[src/rtl/core/mta_pkg.sv]
package mta_pkg;

   localparam int TILE_W = 12;
   localparam int CNT_W  = 5;

   typedef enum logic [2:0] {
      CSR_TILE_ROWS_PX   = 3'd0,
      CSR_TILE_COLS_PX   = 3'd1,
      CSR_TILE_HEIGHT_KM = 3'd2,
      CSR_TILE_WIDTH_KM  = 3'd3,
      CSR_TILES_PER_ROW  = 3'd4,
      CSR_TILE_LIMIT     = 3'd5
   } csr_index_type;

   localparam logic [12:0] RST_TILE_ROWS_PX   = 13'd2000;
   localparam logic [12:0] RST_TILE_COLS_PX   = 13'd2000;
   localparam logic [7:0]  RST_TILE_HEIGHT_KM = 8'd10;
   localparam logic [7:0]  RST_TILE_WIDTH_KM  = 8'd10;
   localparam logic [6:0]  RST_TILES_PER_ROW  = 7'd20;
   localparam logic [4:0]  RST_TILE_LIMIT     = 5'd4;

   typedef struct packed {
      logic [12:0] tile_rows_px;
      logic [12:0] tile_cols_px;
      logic [7:0]  tile_height_km;
      logic [7:0]  tile_width_km;
      logic [6:0]  tiles_per_row;
      logic [4:0]  tile_limit;
   } cfg_type;

   typedef struct packed {
      logic              func;
      logic [TILE_W-1:0] tile_id;
      logic [TILE_W-1:0] row_in_tile;
      logic [TILE_W-1:0] col_in_tile;
      logic              was_clamped;
   } job_type;

   typedef struct packed {
      logic [TILE_W-1:0] tile_id;
      logic [TILE_W-1:0] row_in_tile;
      logic [TILE_W-1:0] col_in_tile;
      logic [3:0]        slot;
      logic              load_request;
      logic              table_full;
      logic              was_clamped;
      logic [CNT_W-1:0]  resident_count;
      logic              over_limit;
   } rsp_type;

endpackage

[src/rtl/core/mta_div.sv]
module mta_div #(
   parameter int NW  = 29,
   parameter int DW  = 16,
   parameter int SCW = 5
) (
   input  logic           clock,
   input  logic           reset,
   input  logic           start,
   input  logic [NW-1:0]  dividend,
   input  logic [DW-1:0]  divisor,
   input  logic [SCW-1:0] steps,
   output logic           fin,
   output logic [NW-1:0]  quotient,
   output logic [DW-1:0]  remainder
);

   logic [NW-1:0]  dvd_ff, dvd_in;
   logic [DW-1:0]  rem_ff, rem_in;
   logic [DW-1:0]  div_ff, div_in;
   logic [SCW-1:0] cnt_ff, cnt_in;
   logic           busy_ff, busy_in;
   logic           fin_ff, fin_in;
   logic [DW:0]    rem_sh;
   logic [DW:0]    diff;

   // One quotient bit per cycle; quotient bits shift in behind the dividend.
   assign rem_sh = {rem_ff, dvd_ff[NW-1]};
   assign diff   = rem_sh - {1'b0, div_ff};

   always_comb begin
      dvd_in  = dvd_ff;
      rem_in  = rem_ff;
      div_in  = div_ff;
      cnt_in  = cnt_ff;
      busy_in = busy_ff;
      fin_in  = 1'b0;
      if (start) begin
         dvd_in  = dividend;
         rem_in  = '0;
         div_in  = divisor;
         cnt_in  = steps;
         busy_in = 1'b1;
      end else if (busy_ff) begin
         dvd_in = {dvd_ff[NW-2:0], ~diff[DW]};
         rem_in = diff[DW] ? rem_sh[DW-1:0] : diff[DW-1:0];
         cnt_in = cnt_ff - SCW'(1);
         if (cnt_ff == SCW'(1)) begin
            busy_in = 1'b0;
            fin_in  = 1'b1;
         end
      end
   end

   always_ff @(posedge clock) begin
      dvd_ff <= dvd_in;
      rem_ff <= rem_in;
      div_ff <= div_in;
      cnt_ff <= cnt_in;
      if (reset) begin
         busy_ff <= 1'b0;
         fin_ff  <= 1'b0;
      end else begin
         busy_ff <= busy_in;
         fin_ff  <= fin_in;
      end
   end

   assign fin       = fin_ff;
   assign quotient  = dvd_ff;
   assign remainder = rem_ff;

endmodule

[src/rtl/core/mta_front.sv]
module mta_front #(
   parameter int FRAC_BITS = 8
) (
   input  logic                  clock,
   input  logic                  reset,
   input  logic                  req_valid,
   output logic                  req_stall,
   input  logic                  req_func,
   input  logic signed [16:0]    req_x_stereo,
   input  logic signed [16:0]    req_y_stereo,
   input  mta_pkg::cfg_type      cfg,
   output logic                  push,
   output mta_pkg::job_type      job,
   input  logic                  q_full
);
   import mta_pkg::*;

   localparam int MW  = FRAC_BITS + 8;
   localparam int NW  = MW + 13;
   localparam int DW  = (MW > 13) ? MW : 13;
   localparam int SW  = (FRAC_BITS + 9 > 18) ? FRAC_BITS + 9 : 18;
   localparam int IW  = 21;
   localparam int SCW = $clog2(NW + 1);
   localparam logic signed [SW-1:0] LIM = SW'(99 << FRAC_BITS);
   localparam logic signed [SW-1:0] HUN = SW'(100 << FRAC_BITS);

   typedef enum logic [7:0] {
      F_IDLE = 8'b0000_0001,
      F_MUL  = 8'b0000_0010,
      F_DS1  = 8'b0000_0100,
      F_DW1  = 8'b0000_1000,
      F_DS2  = 8'b0001_0000,
      F_DW2  = 8'b0010_0000,
      F_ID   = 8'b0100_0000,
      F_PUSH = 8'b1000_0000
   } fstate_type;

   fstate_type      state_ff, state_in;
   logic            func_ff, func_in;
   logic            clamp_ff, clamp_in;
   logic [MW-1:0]   mx_ff, mx_in, my_ff, my_in;
   logic [NW-1:0]   px_ff, px_in, py_ff, py_in;
   logic [27:0]     idp_ff, idp_in;

   logic signed [SW-1:0] xs, ys, cx, cy, sx, sy;
   logic            hit_x, hit_y;
   logic [7:0]      h_nz, w_nz;
   logic [12:0]     r_nz, c_nz;
   logic            div_start, first;
   logic [NW-1:0]   y_dvd, x_dvd, y_quo, x_quo;
   logic [DW-1:0]   y_dvs, x_dvs, y_rem, x_rem;
   logic [SCW-1:0]  steps;
   logic            y_fin, x_fin;
   logic [28:0]     id_sum;
   logic [12:0]     ri, rj;

   assign xs = SW'(req_x_stereo);
   assign ys = SW'(req_y_stereo);

   always_comb begin
      hit_x = (xs >= LIM) || (xs <= -LIM);
      hit_y = (ys >= LIM) || (ys <= -LIM);
      cx = (xs >= LIM) ? LIM : ((xs <= -LIM) ? -LIM : xs);
      cy = (ys >= LIM) ? LIM : ((ys <= -LIM) ? -LIM : ys);
      sx = cx + HUN;
      sy = HUN - cy;
   end

   assign h_nz = (cfg.tile_height_km == 8'd0) ? 8'd1 : cfg.tile_height_km;
   assign w_nz = (cfg.tile_width_km == 8'd0) ? 8'd1 : cfg.tile_width_km;
   assign r_nz = (cfg.tile_rows_px == 13'd0) ? 13'd1 : cfg.tile_rows_px;
   assign c_nz = (cfg.tile_cols_px == 13'd0) ? 13'd1 : cfg.tile_cols_px;

   // First pass: pixel index from scaled km. Second pass: split into tile and offset.
   assign first     = (state_ff == F_DS1);
   assign div_start = (state_ff == F_DS1) || (state_ff == F_DS2);
   assign steps     = first ? SCW'(NW) : SCW'(IW);
   assign y_dvd     = first ? py_ff : (NW'(y_quo[IW-1:0]) << FRAC_BITS);
   assign x_dvd     = first ? px_ff : (NW'(x_quo[IW-1:0]) << FRAC_BITS);
   assign y_dvs     = first ? (DW'(h_nz) << FRAC_BITS) : DW'(r_nz);
   assign x_dvs     = first ? (DW'(w_nz) << FRAC_BITS) : DW'(c_nz);

   mta_div #(.NW(NW), .DW(DW), .SCW(SCW)) u_div_y (
      .clock(clock), .reset(reset), .start(div_start), .dividend(y_dvd),
      .divisor(y_dvs), .steps(steps), .fin(y_fin), .quotient(y_quo),
      .remainder(y_rem)
   );

   mta_div #(.NW(NW), .DW(DW), .SCW(SCW)) u_div_x (
      .clock(clock), .reset(reset), .start(div_start), .dividend(x_dvd),
      .divisor(x_dvs), .steps(steps), .fin(x_fin), .quotient(x_quo),
      .remainder(x_rem)
   );

   assign ri     = y_rem[12:0];
   assign rj     = x_rem[12:0];
   assign id_sum = 29'(idp_ff) + 29'(x_quo[IW-1:0]);

   always_comb begin
      state_in = state_ff;
      func_in  = func_ff;
      clamp_in = clamp_ff;
      mx_in    = mx_ff;
      my_in    = my_ff;
      px_in    = px_ff;
      py_in    = py_ff;
      idp_in   = idp_ff;
      unique case (state_ff)
         F_IDLE: begin
            if (req_valid) begin
               func_in  = req_func;
               clamp_in = hit_x || hit_y;
               mx_in    = sx[MW-1:0];
               my_in    = sy[MW-1:0];
               state_in = req_func ? F_PUSH : F_MUL;
            end
         end
         F_MUL: begin
            px_in    = NW'(mx_ff) * NW'(cfg.tile_cols_px);
            py_in    = NW'(my_ff) * NW'(cfg.tile_rows_px);
            state_in = F_DS1;
         end
         F_DS1: state_in = F_DW1;
         F_DW1: begin
            if (y_fin && x_fin) state_in = F_DS2;
         end
         F_DS2: state_in = F_DW2;
         F_DW2: begin
            if (y_fin && x_fin) state_in = F_ID;
         end
         F_ID: begin
            idp_in   = 28'(cfg.tiles_per_row) * 28'(y_quo[IW-1:0]);
            state_in = F_PUSH;
         end
         F_PUSH: begin
            if (!q_full) state_in = F_IDLE;
         end
         default: state_in = F_IDLE;
      endcase
   end

   always_ff @(posedge clock) begin
      func_ff  <= func_in;
      clamp_ff <= clamp_in;
      mx_ff    <= mx_in;
      my_ff    <= my_in;
      px_ff    <= px_in;
      py_ff    <= py_in;
      idp_ff   <= idp_in;
      if (reset) begin
         state_ff <= F_IDLE;
      end else begin
         state_ff <= state_in;
      end
   end

   assign req_stall = (state_ff != F_IDLE);
   assign push      = (state_ff == F_PUSH) && !q_full;

   always_comb begin
      job = '0;
      job.func = func_ff;
      if (!func_ff) begin
         job.tile_id     = (id_sum > 29'd4095) ? 12'd4095 : id_sum[11:0];
         job.row_in_tile = (ri > 13'd4095) ? 12'd4095 : ri[11:0];
         job.col_in_tile = (rj > 13'd4095) ? 12'd4095 : rj[11:0];
         job.was_clamped = clamp_ff;
      end
   end

endmodule

[src/rtl/core/mta_queue.sv]
module mta_queue (
   input  logic             clock,
   input  logic             reset,
   input  logic             push,
   input  mta_pkg::job_type din,
   output logic             full,
   input  logic             pop,
   output logic             nempty,
   output mta_pkg::job_type dout
);
   import mta_pkg::*;

   job_type     ent_ff [2];
   logic        wr_ptr_ff, wr_ptr_in;
   logic        rd_ptr_ff, rd_ptr_in;
   logic [1:0]  cnt_ff, cnt_in;

   always_comb begin
      wr_ptr_in = wr_ptr_ff ^ push;
      rd_ptr_in = rd_ptr_ff ^ pop;
      cnt_in    = cnt_ff + 2'(push) - 2'(pop);
   end

   always_ff @(posedge clock) begin
      if (push) ent_ff[wr_ptr_ff] <= din;
      if (reset) begin
         wr_ptr_ff <= 1'b0;
         rd_ptr_ff <= 1'b0;
         cnt_ff    <= 2'd0;
      end else begin
         wr_ptr_ff <= wr_ptr_in;
         rd_ptr_ff <= rd_ptr_in;
         cnt_ff    <= cnt_in;
      end
   end

   assign full   = (cnt_ff == 2'd2);
   assign nempty = (cnt_ff != 2'd0);
   assign dout   = ent_ff[rd_ptr_ff];

endmodule

[src/rtl/core/mta_back.sv]
module mta_back #(
   parameter int TABLE_SLOTS = 16
) (
   input  logic             clock,
   input  logic             reset,
   input  logic             q_nempty,
   input  mta_pkg::job_type q_dout,
   output logic             q_pop,
   input  logic [4:0]       tile_limit,
   output logic             rsp_valid,
   input  logic             rsp_stall,
   output mta_pkg::rsp_type rsp
);
   import mta_pkg::*;

   localparam int IDXW = (TABLE_SLOTS > 1) ? $clog2(TABLE_SLOTS) : 1;
   localparam int CW   = $clog2(TABLE_SLOTS + 1);
   localparam logic [IDXW-1:0] LAST = IDXW'(TABLE_SLOTS - 1);

   typedef enum logic [2:0] {
      B_IDLE = 3'b001,
      B_SCAN = 3'b010,
      B_FIN  = 3'b100
   } bstate_type;

   bstate_type             state_ff, state_in;
   job_type                job_ff, job_in;
   logic [TABLE_SLOTS-1:0] valid_ff, valid_in, used_ff, used_in;
   logic [IDXW-1:0]        rd_idx_ff, rd_idx_in, cmp_idx_ff, cmp_idx_in;
   logic                   issue_ff, issue_in, cmp_vld_ff, cmp_vld_in;
   logic                   hit_found_ff, hit_found_in, free_found_ff, free_found_in;
   logic [IDXW-1:0]        hit_slot_ff, hit_slot_in, free_slot_ff, free_slot_in;
   logic [CW-1:0]          count_ff, count_in;
   logic [TILE_W-1:0]      rd_q_ff;
   rsp_type                rsp_ff, rsp_in;
   logic                   rsp_valid_ff, rsp_valid_in;
   logic                   out_free, rd_en, wr_en;

   logic [TILE_W-1:0] tile_mem [TABLE_SLOTS];

   assign out_free = !rsp_valid_ff || !rsp_stall;
   assign rd_en    = (state_ff == B_SCAN) && issue_ff;
   assign wr_en    = (state_ff == B_FIN) && out_free && !job_ff.func
                     && !hit_found_ff && free_found_ff;

   always_ff @(posedge clock) begin
      if (rd_en) rd_q_ff <= tile_mem[rd_idx_ff];
      if (wr_en) tile_mem[free_slot_ff] <= job_ff.tile_id;
   end

   always_comb begin
      state_in      = state_ff;
      job_in        = job_ff;
      valid_in      = valid_ff;
      used_in       = used_ff;
      rd_idx_in     = rd_idx_ff;
      cmp_idx_in    = cmp_idx_ff;
      issue_in      = issue_ff;
      cmp_vld_in    = 1'b0;
      hit_found_in  = hit_found_ff;
      free_found_in = free_found_ff;
      hit_slot_in   = hit_slot_ff;
      free_slot_in  = free_slot_ff;
      count_in      = count_ff;
      rsp_in        = rsp_ff;
      rsp_valid_in  = rsp_valid_ff && rsp_stall;
      q_pop         = 1'b0;
      unique case (state_ff)
         B_IDLE: begin
            if (q_nempty) begin
               q_pop         = 1'b1;
               job_in        = q_dout;
               issue_in      = 1'b1;
               rd_idx_in     = '0;
               hit_found_in  = 1'b0;
               free_found_in = 1'b0;
               count_in      = '0;
               state_in      = B_SCAN;
            end
         end
         B_SCAN: begin
            // Read stage: one slot tag per cycle out of the tag memory.
            if (issue_ff) begin
               cmp_idx_in = rd_idx_ff;
               cmp_vld_in = 1'b1;
               if (rd_idx_ff == LAST) issue_in = 1'b0;
               else rd_idx_in = rd_idx_ff + IDXW'(1);
            end
            // Compare stage: the tag read in the previous cycle.
            if (cmp_vld_ff) begin
               if (job_ff.func) begin
                  if (valid_ff[cmp_idx_ff]) begin
                     if (!used_ff[cmp_idx_ff]) begin
                        valid_in[cmp_idx_ff] = 1'b0;
                     end else begin
                        used_in[cmp_idx_ff] = 1'b0;
                        count_in = count_ff + CW'(1);
                     end
                  end
               end else begin
                  if (valid_ff[cmp_idx_ff] && rd_q_ff == job_ff.tile_id && !hit_found_ff) begin
                     hit_found_in = 1'b1;
                     hit_slot_in  = cmp_idx_ff;
                  end
                  if (!valid_ff[cmp_idx_ff] && !free_found_ff) begin
                     free_found_in = 1'b1;
                     free_slot_in  = cmp_idx_ff;
                  end
               end
               if (cmp_idx_ff == LAST) state_in = B_FIN;
            end
         end
         B_FIN: begin
            if (out_free) begin
               rsp_in       = '0;
               rsp_valid_in = 1'b1;
               state_in     = B_IDLE;
               if (job_ff.func) begin
                  rsp_in.resident_count = (32'(count_ff) > 32'd31) ? 5'd31 : 5'(count_ff);
                  rsp_in.over_limit     = 32'(count_ff) > 32'(tile_limit);
               end else begin
                  rsp_in.tile_id     = job_ff.tile_id;
                  rsp_in.row_in_tile = job_ff.row_in_tile;
                  rsp_in.col_in_tile = job_ff.col_in_tile;
                  rsp_in.was_clamped = job_ff.was_clamped;
                  if (hit_found_ff) begin
                     rsp_in.slot          = 4'(hit_slot_ff);
                     used_in[hit_slot_ff] = 1'b1;
                  end else if (free_found_ff) begin
                     rsp_in.slot            = 4'(free_slot_ff);
                     rsp_in.load_request    = 1'b1;
                     valid_in[free_slot_ff] = 1'b1;
                     used_in[free_slot_ff]  = 1'b1;
                  end else begin
                     rsp_in.table_full = 1'b1;
                  end
               end
            end
         end
         default: state_in = B_IDLE;
      endcase
   end

   always_ff @(posedge clock) begin
      job_ff        <= job_in;
      rd_idx_ff     <= rd_idx_in;
      cmp_idx_ff    <= cmp_idx_in;
      hit_found_ff  <= hit_found_in;
      free_found_ff <= free_found_in;
      hit_slot_ff   <= hit_slot_in;
      free_slot_ff  <= free_slot_in;
      count_ff      <= count_in;
      rsp_ff        <= rsp_in;
      if (reset) begin
         state_ff     <= B_IDLE;
         valid_ff     <= '0;
         used_ff      <= '0;
         issue_ff     <= 1'b0;
         cmp_vld_ff   <= 1'b0;
         rsp_valid_ff <= 1'b0;
      end else begin
         state_ff     <= state_in;
         valid_ff     <= valid_in;
         used_ff      <= used_in;
         issue_ff     <= issue_in;
         cmp_vld_ff   <= cmp_vld_in;
         rsp_valid_ff <= rsp_valid_in;
      end
   end

   assign rsp_valid = rsp_valid_ff;
   assign rsp       = rsp_ff;

endmodule

[src/rtl/core/map_tile_address_and_residency_unit.sv]
// Map tile address and residency unit.
// Request channel (req_valid/req_stall): req_func 0 looks up a stereographic
// point, 1 sweeps the residency table. Each request gives exactly one transfer
// on the response channel (rsp_valid/rsp_stall), in request order.
// Configuration (csr_valid/csr_ready, csr_index, csr_wdata) is always ready and
// should only be written while no request is in flight.
// A lookup passes through two rounds of restoring division in the front end,
// one quotient bit per cycle (x and y in parallel); the back end then scans
// the tag memory one slot per cycle. A sweep skips the dividers. One request
// is taken per front-end pass; a two-entry queue lets the front end work on
// the next request while the back end scans.
// Reset empties the table and the queue and loads the default registers.
// When the receiver stalls, the response holds and the back end finishes its
// scan, then waits; the queue fills and req_stall rises.
module map_tile_address_and_residency_unit #(
   parameter int TABLE_SLOTS = 16,
   parameter int FRAC_BITS   = 8
) (
   input  logic                   clock,
   input  logic                   reset,
   input  logic                   req_valid,
   output logic                   req_stall,
   input  logic                   req_func,
   input  logic signed [16:0]     req_x_stereo,
   input  logic signed [16:0]     req_y_stereo,
   output logic                   rsp_valid,
   input  logic                   rsp_stall,
   output logic [11:0]            rsp_tile_id,
   output logic [11:0]            rsp_row_in_tile,
   output logic [11:0]            rsp_col_in_tile,
   output logic [3:0]             rsp_slot,
   output logic                   rsp_load_request,
   output logic                   rsp_table_full,
   output logic                   rsp_was_clamped,
   output logic [4:0]             rsp_resident_count,
   output logic                   rsp_over_limit,
   input  logic                   csr_valid,
   output logic                   csr_ready,
   input  logic [2:0]             csr_index,
   input  logic [12:0]            csr_wdata
);
   import mta_pkg::*;

   cfg_type cfg_ff, cfg_in;
   job_type q_din, q_dout;
   rsp_type rsp;
   logic    q_push, q_full, q_pop, q_nempty;

   assign csr_ready = 1'b1;

   always_comb begin
      cfg_in = cfg_ff;
      if (csr_valid) begin
         unique case (csr_index)
            CSR_TILE_ROWS_PX:   cfg_in.tile_rows_px   = csr_wdata;
            CSR_TILE_COLS_PX:   cfg_in.tile_cols_px   = csr_wdata;
            CSR_TILE_HEIGHT_KM: cfg_in.tile_height_km = csr_wdata[7:0];
            CSR_TILE_WIDTH_KM:  cfg_in.tile_width_km  = csr_wdata[7:0];
            CSR_TILES_PER_ROW:  cfg_in.tiles_per_row  = csr_wdata[6:0];
            CSR_TILE_LIMIT:     cfg_in.tile_limit     = csr_wdata[4:0];
            default:            cfg_in = cfg_ff;
         endcase
      end
   end

   always_ff @(posedge clock) begin
      if (reset) begin
         cfg_ff.tile_rows_px   <= RST_TILE_ROWS_PX;
         cfg_ff.tile_cols_px   <= RST_TILE_COLS_PX;
         cfg_ff.tile_height_km <= RST_TILE_HEIGHT_KM;
         cfg_ff.tile_width_km  <= RST_TILE_WIDTH_KM;
         cfg_ff.tiles_per_row  <= RST_TILES_PER_ROW;
         cfg_ff.tile_limit     <= RST_TILE_LIMIT;
      end else begin
         cfg_ff <= cfg_in;
      end
   end

   mta_front #(.FRAC_BITS(FRAC_BITS)) u_front (
      .clock(clock), .reset(reset), .req_valid(req_valid), .req_stall(req_stall),
      .req_func(req_func), .req_x_stereo(req_x_stereo), .req_y_stereo(req_y_stereo),
      .cfg(cfg_ff), .push(q_push), .job(q_din), .q_full(q_full)
   );

   mta_queue u_queue (
      .clock(clock), .reset(reset), .push(q_push), .din(q_din), .full(q_full),
      .pop(q_pop), .nempty(q_nempty), .dout(q_dout)
   );

   mta_back #(.TABLE_SLOTS(TABLE_SLOTS)) u_back (
      .clock(clock), .reset(reset), .q_nempty(q_nempty), .q_dout(q_dout),
      .q_pop(q_pop), .tile_limit(cfg_ff.tile_limit), .rsp_valid(rsp_valid),
      .rsp_stall(rsp_stall), .rsp(rsp)
   );

   assign rsp_tile_id        = rsp.tile_id;
   assign rsp_row_in_tile    = rsp.row_in_tile;
   assign rsp_col_in_tile    = rsp.col_in_tile;
   assign rsp_slot           = rsp.slot;
   assign rsp_load_request   = rsp.load_request;
   assign rsp_table_full     = rsp.table_full;
   assign rsp_was_clamped    = rsp.was_clamped;
   assign rsp_resident_count = rsp.resident_count;
   assign rsp_over_limit     = rsp.over_limit;

   a_no_overflow: assert property (@(posedge clock) disable iff (reset)
      q_push |-> !q_full) else $error("queue written while full");

   a_pop_nonempty: assert property (@(posedge clock) disable iff (reset)
      q_pop |-> q_nempty) else $error("queue read while empty");

   a_miss_exclusive: assert property (@(posedge clock) disable iff (reset)
      rsp_valid |-> !(rsp_load_request && rsp_table_full))
      else $error("load request and full table in one response");

   a_sweep_fields: assert property (@(posedge clock) disable iff (reset)
      (rsp_valid && rsp_resident_count != 5'd0) |-> (rsp_tile_id == 12'd0 && rsp_slot == 4'd0))
      else $error("sweep response carries lookup fields");

endmodule
[config.mk]
export PLATFORM = sky130hd
export DESIGN_NAME = map_tile_address_and_residency_unit
export DESIGN_NICKNAME = d
export VERILOG_FILES = /design/src/rtl/core/mta_pkg.sv /design/src/rtl/core/mta_div.sv /design/src/rtl/core/mta_front.sv /design/src/rtl/core/mta_queue.sv /design/src/rtl/core/mta_back.sv /design/src/rtl/core/map_tile_address_and_residency_unit.sv
export SDC_FILE = /design/constraint.sdc
export NUM_CORES = 2
export LEC_CHECK = 0
export ABC_AREA = 1
export BUFFER_PORTS_ARGS = -buffer_cell sky130_fd_sc_hd__buf_2
export CORE_UTILIZATION = 49
export DETAILED_ROUTE_END_ITERATION = 10
export GPL_TIMING_DRIVEN = 0
export PLACE_DENSITY = 0.63
export SETUP_SLACK_MARGIN = 0.3
export SLEW_MARGIN = 5
export SYNTH_ARGS = -nofsm -noshare
export SYNTH_HDL_FRONTEND = slang
export SYNTH_SLANG_ARGS = --single-unit
[constraint.sdc]
create_clock -name clock -period 15.7 [get_ports clock]
set_input_delay 3.14 -clock clock [delete_from_list [all_inputs] [get_ports clock]]
set_output_delay 3.14 -clock clock [all_outputs]
set_load 0.01 [all_outputs]
==> out/results.ini <==
[yosys]
synth.distinct_cells=62
syn_nets=6703
synth_common_cells=1300 x nand2_1, 1298 x inv_1, 610 x edfxtp_1, 452 x nor2_1, 405 x fa_1
async_reset_ff_share_pct=0
synth.area.top_cells=edfxtp_1 35%, fa_1 15%, nand2_1 9.3%
synth_edf_count=610
synthesis.area_um2=52700
yosysSeqAreaShare_pct=40.1
syn_inst=5978
yosys.area.top_type=edfxtp_1
syn_avg_cell_area_um2=8.82
synth_top_flop_cell=edfxtp_1
synth.top_cell.area_share_pct=34.7
synth-seq-cells=750
yosysWarnings=0
yosysMostFrequentCell=nand2_1

[placement]
gp_congestion=0.912
hpwlAfterDp_mm=109
io_buffers=105
place_ws_ns=9.42
place_area_um2=55300

[die]
dieHeight_um=330
pin_count=108
design.die.area_um2=109000
die_x_um=330
coreArea_um2=106000
start_util_pct=49.7
std_cell_rows=119

[cts]
clkLatencyLatePin_ns=0.68
numCtsBuffers=83
h-tree-depth=3
tritoncts=done
cts-hold-fix-buffers=0
cts.reportedPaths.clkPinSlew_ns=0.06
cts.path.max_buffers=3
cts_root_buf=clkbuf_16
post_cts_resized=0
post_cts_buffers=0
cts_num_sinks=750

[timing]
worstMarginPinSlew_ns=1.38
setup_viol=0
period_share_pct=40.0
worst_slack_ns=9.42
rsz0062_at_grt=false
finalHoldViolCount=0
setup_tns_ns=0
slew_viol_final=0
relSlewSlack_pct=7.82
max_freq_mhz=159
period_minus_slack_ns=6.28
finalClockSkew_ns=0.0519

[setup_path]
path_class=register to register
cp_data_required_time_ns=16.12
arrival_ns=6.70
rrSetupSlack_ns=9.42
crit_fanout=10
cp-end-kind=register
worstSetupStartpointType=register

[route]
wl_mm=140
drt-vias-per-instance=5.24
drt_pass1_iterations=6
dr_total_vias=40051
initialDrtViolationCount=3236
drc=0
postRouteAntennaNets=0
detail_route.wl_per_cell_um=18.3

[layout]
fin_nets=6912
area_growth_pct=10.3
n_antenna_cell=0
layout-drive-gt1-share_pct=5.82
fin_util_pct=54.8
fin_area_um2=58100

[run]
maxCapViolCount=0

[global_route]
first_global_vias=40094
antenna_found_initial=2
grt_max_degree=44
grt_overflow=0
grt_pass1_wl_mm=220
track_usage_pct=26.1

[outcome]
status=completed

[worst_hold_path]
hold_path_class=register to register

==> routing by layer <==
layer  vias to the layer above  share of wire [%]  GRT usage [%]
met4                         4                3.7           9.83
li1                      19302                  -              -
met3                       270                5.0           2.82
met1                     19271                 42           33.2
met5                         -              0.019              0
met2                      1204                 50           45.7
==> area by class of cell <==
type	instances	area, um2
plain buffers	251	1030
clock inverters	41	518
inverters	1314	4930
multi-input cells	3663	25700
repair buffers	124	801
fillers	9661	47900
well taps	1391	1740
clock buffers	113	2300
flip-flops and latches	750	21100
==> worst paths after layout <==
check | start | end | cells past startpoint
worst max-delay path | cfg_ff[49]$_SDFFE_PP1P_ | u_front.py_ff[24]$_DFFE_PP_ | 20
worst min-delay path | u_front.func_ff$_DFFE_PP_ | u_queue.ent_ff[1][37]$_DFFE_PP_ | 0
worst max register to register | cfg_ff[49]$_SDFFE_PP1P_ | u_front.py_ff[24]$_DFFE_PP_ | 20
worst min register to register | u_front.func_ff$_DFFE_PP_ | u_queue.ent_ff[1][37]$_DFFE_PP_ | 0
==> state kept, by name (all words and copies together) (netlist names), 28 cells and up <==
| register | cells |
|---|---|
| u_front.py_ff | 29 |
| u_back.tile_mem | 192 |
| u_back.rsp | 49 |
| u_queue.ent_ff | 76 |
| u_back.job_ff | 38 |
| cfg_ff | 54 |
| u_front.idp_ff | 28 |
| u_front.u_div_y.quotient | 29 |
| u_front.u_div_x.quotient | 29 |
| u_front.px_ff | 29 |
==> through the flow <==
stage	hold WS [ns]	instances
6_report	0.467	7647
4_1_cts	0.463	7647
2_1_floorplan	0.424	5978
3_3_place_gp	0.447	7474
3_5_place_dp	0.457	7493
5_1_grt	0.484	7647
==> placed cells by master, fill, tap and decap left out, drive strengths merged, types with 2 or more instances in the layout <==
cell type  netlist  final
nand4           47     47
o22ai           52     52
xnor2           55     55
clkbuf         200    313
clkinv           2     33
o211ai          50     50
bufinv           0      6
a31oi           35     35
a221oi           2      2
nor3b            2      2
nand3b           5      5
a22oi            8      8
o32ai           36     36
buf             51    175
xor2            82     82
nor3            45     45
edfxtp         610    610
o21a             2      2
a21oi          222    222
o21ai          300    300
inv           1312   1313
nor4            21     21
clkinvlp         0      3
and3             2      2
nor2           460    460
a211oi          11     11
or2              3      3
ha             264    264
mux2i           16     16
nand2         1316   1316
o221ai          18     18
o21bai          14     14
dfxtp          140    140
a21o             5      5
o2111ai          3      3
a21boi           8      8
nand3          168    168
fa             405    405
==> cell families (layout without fill, tap and decap cells) <==
group / after synthesis / in the layout / share of synthesized area (%)
multiplexers: 16 / 16 / 0.304
flip-flops: 750 / 750 / 40.1
AND/OR/NAND/NOR: 2070 / 2070 / 15.9
buffers and inverters: 1565 / 1843 / 11.3
other: 1 / 1 / 0.00711
AO/OA/AOI/OAI: 770 / 770 / 8.54
adder cells (fa/ha/maj): 669 / 669 / 21.6
XOR/XNOR: 137 / 137 / 2.28
==> critical path, stage by stage, from the launching register on <==
cell and delay (ns):
dfxtp_1 0.31, clkbuf_1 0.75, buf_1 0.49, nand2_1 0.14
fa_1 0.54, inv_1 0.06, fa_1 0.55, fa_1 0.44
fa_1 0.54, inv_1 0.05, fa_1 0.52, inv_1 0.04
ha_1 0.36, a21oi_1 0.15, inv_1 0.08, a21oi_1 0.13
a21boi_0 0.36, o21ai_0 0.20, nand2_1 0.11, nand2_1 0.07
xor2_1 0.14
Power is not shown: default switching activity piles up to over one toggle a cycle in this logic, so the estimate is an artifact.
